**config.mk**
```make
export PLATFORM = sky130hd
export DESIGN_NAME = sparse_polynomial_merge_add
export DESIGN_NICKNAME = d
export VERILOG_FILES = /design/src/rtl/spma_pkg.sv /design/src/rtl/spma_ram.sv /design/src/rtl/spma_merge.sv /design/src/rtl/sparse_polynomial_merge_add.sv
export VERILOG_INCLUDE_DIRS = /design/src /design/src/rtl
export SDC_FILE = /design/constraint.sdc
export NUM_CORES = 1
export LEC_CHECK = 0
export ABC_AREA = 1
export BUFFER_PORTS_ARGS = -buffer_cell sky130_fd_sc_hd__buf_2
export CAP_MARGIN = 20
export CORE_ASPECT_RATIO = 1.4
export CORE_MARGIN = 5
export CORE_UTILIZATION = 40
export DETAILED_ROUTE_END_ITERATION = 12
export PLACE_DENSITY = 0.6
export REMOVE_ABC_BUFFERS = 1
export SLEW_MARGIN = 30
export SYNTH_ARGS = -nofsm -noshare
export SYNTH_HDL_FRONTEND = slang
export SYNTH_SLANG_ARGS = --single-unit
```
**constraint.sdc**
```tcl
create_clock -name clk -period 4.4 [get_ports clk]
set_input_delay 0.22 -clock clk [delete_from_list [all_inputs] [get_ports clk]]
set_output_delay 0.22 -clock clk [all_outputs]
set_load 0.1 [all_outputs]
```
**src/rtl/assert_macros.svh**
```systemverilog
// assertion macros shared by the rtl of the sparse polynomial merge adder
// depends on nothing; empty bodies under SYNTHESIS
`ifndef ASSERT_MACROS_SVH
`define ASSERT_MACROS_SVH
`ifndef SYNTHESIS
`define SPMA_ASSERT(lbl, clk, rstn, prop) \
	lbl: assert property (@(posedge clk) disable iff (!rstn) prop) \
		else $error("assertion failed");
`define SPMA_ASSERT_NR(lbl, clk, prop) \
	lbl: assert property (@(posedge clk) prop) else $error("assertion failed");
`else
`define SPMA_ASSERT(lbl, clk, rstn, prop)
`define SPMA_ASSERT_NR(lbl, clk, prop)
`endif
`endif

```
**src/rtl/spma_pkg.sv**
```systemverilog
// types and codes of the sparse polynomial merge adder
// used by spma_merge, the top level and the testbench; depends on nothing
package spma_pkg;

	localparam logic [1:0] FUNC_LOAD_A = 2'd0;
	localparam logic [1:0] FUNC_LOAD_B = 2'd1;
	localparam logic [1:0] FUNC_SUM    = 2'd2;

	typedef struct packed {
		logic [1:0]         func;
		logic signed [15:0] coef;
		logic [7:0]         degree;
	} in_t;

	typedef struct packed {
		logic signed [16:0] out_coef;
		logic [7:0]         out_degree;
		logic               last;
		logic               empty_res;
		logic               dropped;
	} out_t;

	typedef struct packed {
		logic signed [15:0] coef;
		logic [7:0]         degree;
	} term_t;

	typedef struct packed {
		logic busy;
		logic done;
	} merge_stat_t;

	typedef enum logic {
		ST_IDLE,
		ST_MERGE
	} state_t;

endpackage

```
**src/rtl/spma_ram.sv**
```systemverilog
// generic single write port, single read port ram with registered read
// depends on nothing
module spma_ram #(
	parameter int WIDTH = 24,
	parameter int DEPTH = 16,
	localparam int AW = (DEPTH > 1) ? $clog2(DEPTH) : 1
) (
	input  logic             clk,
	input  logic             we,
	input  logic [AW-1:0]    waddr,
	input  logic [WIDTH-1:0] wdata,
	input  logic [AW-1:0]    raddr,
	output logic [WIDTH-1:0] rdata
);

	logic [WIDTH-1:0] mem_q [DEPTH];

	always_ff @(posedge clk) begin
		if (we) begin
			mem_q[waddr] <= wdata;
		end
		rdata <= mem_q[raddr];
	end

endmodule

```
**src/rtl/spma_merge.sv**
```systemverilog
// merge sequencer: walks both term lists from ram, one result term per cycle
// depends on spma_pkg, spma_ram read ports and assert_macros.svh
`include "assert_macros.svh"

module spma_merge #(
	parameter int CAP = 16,
	localparam int CW = $clog2(CAP + 1),
	localparam int AW = (CAP > 1) ? $clog2(CAP) : 1
) (
	input  logic                  clk,
	input  logic                  arst_n,
	input  logic                  go,
	input  logic [CW-1:0]         cnt_a,
	input  logic [CW-1:0]         cnt_b,
	input  logic                  ovf,
	output logic [AW-1:0]         raddr_a,
	output logic [AW-1:0]         raddr_b,
	input  spma_pkg::term_t       rdata_a,
	input  spma_pkg::term_t       rdata_b,
	output spma_pkg::merge_stat_t stat,
	output logic                  res_valid,
	output spma_pkg::out_t        res
);

	spma_pkg::state_t   state_q, state_n;
	logic [CW-1:0]      i_q, j_q, i_n, j_n;
	logic               a_ok, b_ok, emit, last, is_empty;
	logic signed [16:0] ca, cb, coef_n;
	logic [7:0]         deg_n;
	logic               res_valid_q;
	spma_pkg::out_t     res_q;

	assign a_ok = (i_q < cnt_a);
	assign b_ok = (j_q < cnt_b);
	assign ca = {rdata_a.coef[15], rdata_a.coef};
	assign cb = {rdata_b.coef[15], rdata_b.coef};

	// next state
	always_comb begin
		state_n = state_q;
		case (state_q)
			spma_pkg::ST_IDLE: begin
				if (go && ((cnt_a != '0) || (cnt_b != '0))) begin
					state_n = spma_pkg::ST_MERGE;
				end
			end
			spma_pkg::ST_MERGE: begin
				if (last) begin
					state_n = spma_pkg::ST_IDLE;
				end
			end
			default: state_n = spma_pkg::ST_IDLE;
		endcase
	end

	// outputs and index steps
	always_comb begin
		i_n = '0;
		j_n = '0;
		emit = 1'b0;
		last = 1'b0;
		is_empty = 1'b0;
		coef_n = '0;
		deg_n = '0;
		case (state_q)
			spma_pkg::ST_IDLE: begin
				if (go && (cnt_a == '0) && (cnt_b == '0)) begin
					emit = 1'b1;
					last = 1'b1;
					is_empty = 1'b1;
				end
			end
			spma_pkg::ST_MERGE: begin
				emit = 1'b1;
				i_n = i_q;
				j_n = j_q;
				if (a_ok && b_ok) begin
					if (rdata_a.degree == rdata_b.degree) begin
						coef_n = ca + cb;
						deg_n = rdata_a.degree;
						i_n = i_q + CW'(1);
						j_n = j_q + CW'(1);
					end else if (rdata_a.degree > rdata_b.degree) begin
						coef_n = ca;
						deg_n = rdata_a.degree;
						i_n = i_q + CW'(1);
					end else begin
						coef_n = cb;
						deg_n = rdata_b.degree;
						j_n = j_q + CW'(1);
					end
				end else if (a_ok) begin
					coef_n = ca;
					deg_n = rdata_a.degree;
					i_n = i_q + CW'(1);
				end else begin
					coef_n = cb;
					deg_n = rdata_b.degree;
					j_n = j_q + CW'(1);
				end
				last = (i_n == cnt_a) && (j_n == cnt_b);
			end
			default: begin
				emit = 1'b0;
			end
		endcase
	end

	assign raddr_a = i_n[AW-1:0];
	assign raddr_b = j_n[AW-1:0];

	always_ff @(posedge clk or negedge arst_n) begin
		if (!arst_n) begin
			state_q <= spma_pkg::ST_IDLE;
			i_q <= '0;
			j_q <= '0;
			res_valid_q <= 1'b0;
		end else begin
			state_q <= state_n;
			i_q <= i_n;
			j_q <= j_n;
			res_valid_q <= emit;
		end
	end

	always_ff @(posedge clk) begin
		if (emit) begin
			res_q.out_coef <= coef_n;
			res_q.out_degree <= deg_n;
			res_q.last <= last;
			res_q.empty_res <= is_empty;
			res_q.dropped <= ovf;
		end
	end

	assign stat.busy = (state_q != spma_pkg::ST_IDLE);
	assign stat.done = emit && last;
	assign res_valid = res_valid_q;
	assign res = res_q;

	`SPMA_ASSERT_NR(a_rst_no_valid, clk, !arst_n |=> !res_valid)
	`SPMA_ASSERT(a_empty_is_last, clk, arst_n, res_valid && res.empty_res |-> res.last)
	`SPMA_ASSERT(a_idx_bound, clk, arst_n,
		state_q == spma_pkg::ST_MERGE |-> (i_q <= cnt_a) && (j_q <= cnt_b)
		&& !((i_q == cnt_a) && (j_q == cnt_b)))
	`SPMA_ASSERT(a_done_idle, clk, arst_n, stat.done |=> state_q == spma_pkg::ST_IDLE)

endmodule

```
**src/rtl/sparse_polynomial_merge_add.sv**
```systemverilog
// top level of the sparse polynomial merge adder: term counts, loads, two list rams
// depends on spma_pkg, spma_ram and spma_merge
//
//  channel | direction | handshake            | payload
//  cmd     | in        | start & !busy        | spma_pkg::in_t (func, coef, degree)
//  res     | out       | res_valid, one cycle | spma_pkg::out_t
//
// a load leaves busy low; a sum with terms raises busy and emits one merged
// term per cycle, set by the one read port of each list ram. an empty sum
// emits its result the cycle after it is taken and never raises busy. reset
// clears counts, the drop flag and the sequencer; list contents are not
// cleared. results cannot stall.
module sparse_polynomial_merge_add #(
	parameter int TERM_CAPACITY = 16
) (
	input  logic           clk,
	input  logic           arst_n,
	input  logic           start,
	output logic           busy,
	input  spma_pkg::in_t  cmd,
	output logic           res_valid,
	output spma_pkg::out_t res
);

	localparam int CW = $clog2(TERM_CAPACITY + 1);
	localparam int AW = (TERM_CAPACITY > 1) ? $clog2(TERM_CAPACITY) : 1;
	localparam int TW = $bits(spma_pkg::term_t);

	logic [CW-1:0]         cnt_a_q, cnt_b_q;
	logic                  ovf_q;
	logic                  accept, load_a, load_b, go;
	logic                  full_a, full_b;
	logic [AW-1:0]         raddr_a, raddr_b;
	logic [TW-1:0]         rdata_a, rdata_b;
	spma_pkg::term_t       wterm;
	spma_pkg::merge_stat_t stat;

	assign accept = start && !busy;
	assign full_a = (cnt_a_q == CW'(TERM_CAPACITY));
	assign full_b = (cnt_b_q == CW'(TERM_CAPACITY));
	assign load_a = accept && (cmd.func == spma_pkg::FUNC_LOAD_A) && !full_a;
	assign load_b = accept && (cmd.func == spma_pkg::FUNC_LOAD_B) && !full_b;
	assign go = accept && (cmd.func == spma_pkg::FUNC_SUM);
	assign wterm.coef = cmd.coef;
	assign wterm.degree = cmd.degree;

	always_ff @(posedge clk or negedge arst_n) begin
		if (!arst_n) begin
			cnt_a_q <= '0;
			cnt_b_q <= '0;
			ovf_q <= 1'b0;
		end else if (stat.done) begin
			cnt_a_q <= '0;
			cnt_b_q <= '0;
			ovf_q <= 1'b0;
		end else begin
			if (load_a) begin
				cnt_a_q <= cnt_a_q + CW'(1);
			end
			if (load_b) begin
				cnt_b_q <= cnt_b_q + CW'(1);
			end
			if (accept && (((cmd.func == spma_pkg::FUNC_LOAD_A) && full_a)
				|| ((cmd.func == spma_pkg::FUNC_LOAD_B) && full_b))) begin
				ovf_q <= 1'b1;
			end
		end
	end

	spma_ram #(
		.WIDTH(TW),
		.DEPTH(TERM_CAPACITY)
	) u_ram_a (
		.clk  (clk),
		.we   (load_a),
		.waddr(cnt_a_q[AW-1:0]),
		.wdata(wterm),
		.raddr(raddr_a),
		.rdata(rdata_a)
	);

	spma_ram #(
		.WIDTH(TW),
		.DEPTH(TERM_CAPACITY)
	) u_ram_b (
		.clk  (clk),
		.we   (load_b),
		.waddr(cnt_b_q[AW-1:0]),
		.wdata(wterm),
		.raddr(raddr_b),
		.rdata(rdata_b)
	);

	spma_merge #(
		.CAP(TERM_CAPACITY)
	) u_merge (
		.clk      (clk),
		.arst_n   (arst_n),
		.go       (go),
		.cnt_a    (cnt_a_q),
		.cnt_b    (cnt_b_q),
		.ovf      (ovf_q),
		.raddr_a  (raddr_a),
		.raddr_b  (raddr_b),
		.rdata_a  (spma_pkg::term_t'(rdata_a)),
		.rdata_b  (spma_pkg::term_t'(rdata_b)),
		.stat     (stat),
		.res_valid(res_valid),
		.res      (res)
	);

	assign busy = stat.busy;

endmodule

```
==> flow_summary.toml <==
[global_routing]
grt_pass1_wl_mm = 141
grt_use_total = 0.190
grt_max_degree = 145
antenna_found_initial = 4
overflow = 0
grt_pass1_vias = 22400

[worst_setup_path]
critPathMaxStageDelay_ns = 0.46
cp.required_ns = 4.88
critPathCaptureType = "flip-flop"
cp_cell_sequence = "inv_1 > ha_1 > nand2_1 > inv_1 > o21ai_1 > nand3_2 > inv_2 > nand3_1 > nand2_4 > buf_12 > nand2_1 > nand2_1 > nand3_1 > nor2_1 > nand2_1 > nand2_1 > a21oi_1"
crit_fanout = 97
path_common_cell = "nand2_1"
critical_path_class = "flip-flop to flip-flop"
arrival_ns = 4.24
cp_slowest_cell = "buf_12"
critPathLaunchType = "flip-flop"

[flow_run]
maxCapViolCount = 0

[floorplanning]
die_area_sq_um = 96900
rows = 130
boundaryPins = 59
fp.dieW_um = 264
core-area_sq_um = 89900
die_y_um = 366
initial_core_util = 0.403

[clock_tree]
post-cts-setup-buffers = 0
clock_sinks = 867
cts_tree = "yes"
cts_buffers = 78
clkTransAtPathRegs_ns = 0.06
ctsLongestPathBuffers = 3
root_buffer = "clkbuf_16"
h-tree-depth = 3
worstSkewPairLatency_ns = 0.63

[place]
gp_congestion = 0.877
io_buffer_count = 58
dp_cells = 4191
dpl.hpwl_mm = 56.0

[finish]
nets = 3159
drive_above_1_share = 0.0972
fillerInstances = 7968
utilization = 0.453
instances_no_fill = 4336
areaGrowthSynthToFinish_pct = 12.2

[route]
drtIter0Drc = 2001
avgViaCountPerCell = 5.33
dr.pass1.iters = 9
wl_per_cell_um = 21.8
drc_errors = 0
detail-route-antenna-nets = 0
vias = 23100
wl_mm = 94.7

[run_status]
status = "completed"

[synth]
synth_top_flop_cell = "edfxtp_1"
synth.most_common_cell = "edfxtp_1"
synth_edf_count = 796
yosysTopAreaCell = "edfxtp_1"
synth_warnings = 0
ys_types = 47
avgSynthCellArea_sq_um = 11.9
yosys-top-cells-count = "edfxtp_1 (796), nor2_1 (398), nand2_1 (384)"
yosys-top-cells-area = "edfxtp_1 (66%), o211ai_1 (5.1%), nor2_1 (4.1%)"
synthArstFlopShare = 0.0265
yosysSeqAreaShare = 0.702
synth-seq-cells = 867
synth_top_area_share = 0.659
syn_area_sq_um = 36300
syn_inst = 3044

[timing]
slew_headroom = 0.374
fmax_ghz = 0.266
hold-worst-slack_ns = 0.116
rsz0062_at_grt = "no"
fin_crit_sh = 0.853
setup_viol = 0
hold_viol_final = 0
drv_slew = 0
min_period_ns = 3.75
worst_pin_slew_ns = 0.937
tns_ns = 0
fin_skew_ns = 0.0225

[hold_path]
hold_path_class = "input port to flip-flop"
[flip-flops by register name, indices dropped and copies added, names as in the netlist]
signal             cells
u_merge.i_q            5
u_ram_b.mem_q        384
u_merge.res           28
u_ram_a.mem_q        384
u_ram_b.rdata         24
ovf_q                  1
cnt_a_q                5
cnt_b_q                5
u_merge.state_q        1
u_merge.j_q            5
u_ram_a.rdata         24
u_merge.res_valid      1
[final timing paths]
kind | startpoint | to | slack [ns] | cells after the start
worst max-delay path | cnt_a_q[2] | cnt_a_q[4] | 0.65 | 17
worst min-delay path | cmd[7] | u_ram_a.mem_q[12][7] | 0.12 | 1
worst max register to register | cnt_a_q[2] | cnt_a_q[4] | 0.65 | 17
worst min register to register | u_ram_b.mem_q[15][14] | u_ram_b.rdata[14] | 0.59 | 4
max in group asynchronous | arst_n | u_merge.res_valid | 3.74 | 2
min in group asynchronous | arst_n | u_merge.i_q[0] | 0.23 | 2
[routing by layer]
metal,wire length [um],vias up,GRT usage
li1,-,10900,-
met3,4630,155,0.0241
met1,38700,11400,0.243
met4,2770,2,0.0618
met5,13,-,0
met2,48600,618,0.337
[worst max-delay path: cells and delay by family (launching register included)]
family	cells	cell delay (ns)
adder cells (fa/ha/maj)	1	0.32
AND/OR/NAND/NOR	10	1.56
AO/OA/AOI/OAI	2	0.27
flip-flops	1	0.42
buffers and inverters	4	1.03
[cells by family after synthesis]
| logic type | Yosys count | synth area share |
|---|---|---|
| simple gates | 1114 | 0.130 |
| flops | 867 | 0.702 |
| compound gates | 562 | 0.0971 |
| buf+inv | 439 | 0.0516 |
| fa+ha+maj | 43 | 0.0150 |
| xor+xnor | 19 | 0.00459 |
[timing repair]
| item | in CTS | in global routing |
|---|---|---|
| hold buffers | 4 | 0 |
| hold endpoints to repair | 25 | 0 |
| gates resized for setup | 0 | 0 |
[through the flow]
step	setup WS [ns]	instance area, sq um
after global placement	0.646	38000
after global routing	0.289	40700
final	0.645	40700
after detailed placement	0.637	38300
after CTS	0.621	40700
after floorplan	-0.463	35400
[layout make-up]
cell class / count / area (sq um) / area share
Inverter: 271 / 1020 / 0.0251
Clock inverter: 41 / 305 / 0.00750
Antenna cell: 1 / 2.50 / 0.0000615
Multi-Input combinational cell: 1738 / 9240 / 0.227
Timing Repair Buffer: 131 / 1120 / 0.0275
Clock buffer: 99 / 2090 / 0.0514
Sequential cell: 867 / 25400 / 0.625
Tap cell: 1188 / 1490 / 0.0365
[cells in the final DEF (no fill, tap or decap), drive strengths merged, types with 6 or more instances in the layout]
cell type | netlist | routed
a22oi | 13 | 13
dfrtp | 23 | 23
ha | 42 | 42
inv | 270 | 272
nor2 | 407 | 407
nand2 | 393 | 393
nor3 | 6 | 6
nand4 | 11 | 11
o211ai | 246 | 246
clkbuf | 49 | 99
dfxtp | 48 | 48
a21oi | 59 | 59
xor2 | 17 | 17
o21ai | 224 | 224
edfxtp | 796 | 796
nand3 | 292 | 292
clkinv | 1 | 31
buf | 119 | 127
Power is left out: the tool's default activity adds up to more than one toggle a clock period on the data nets, which glitch-free logic cannot reach.
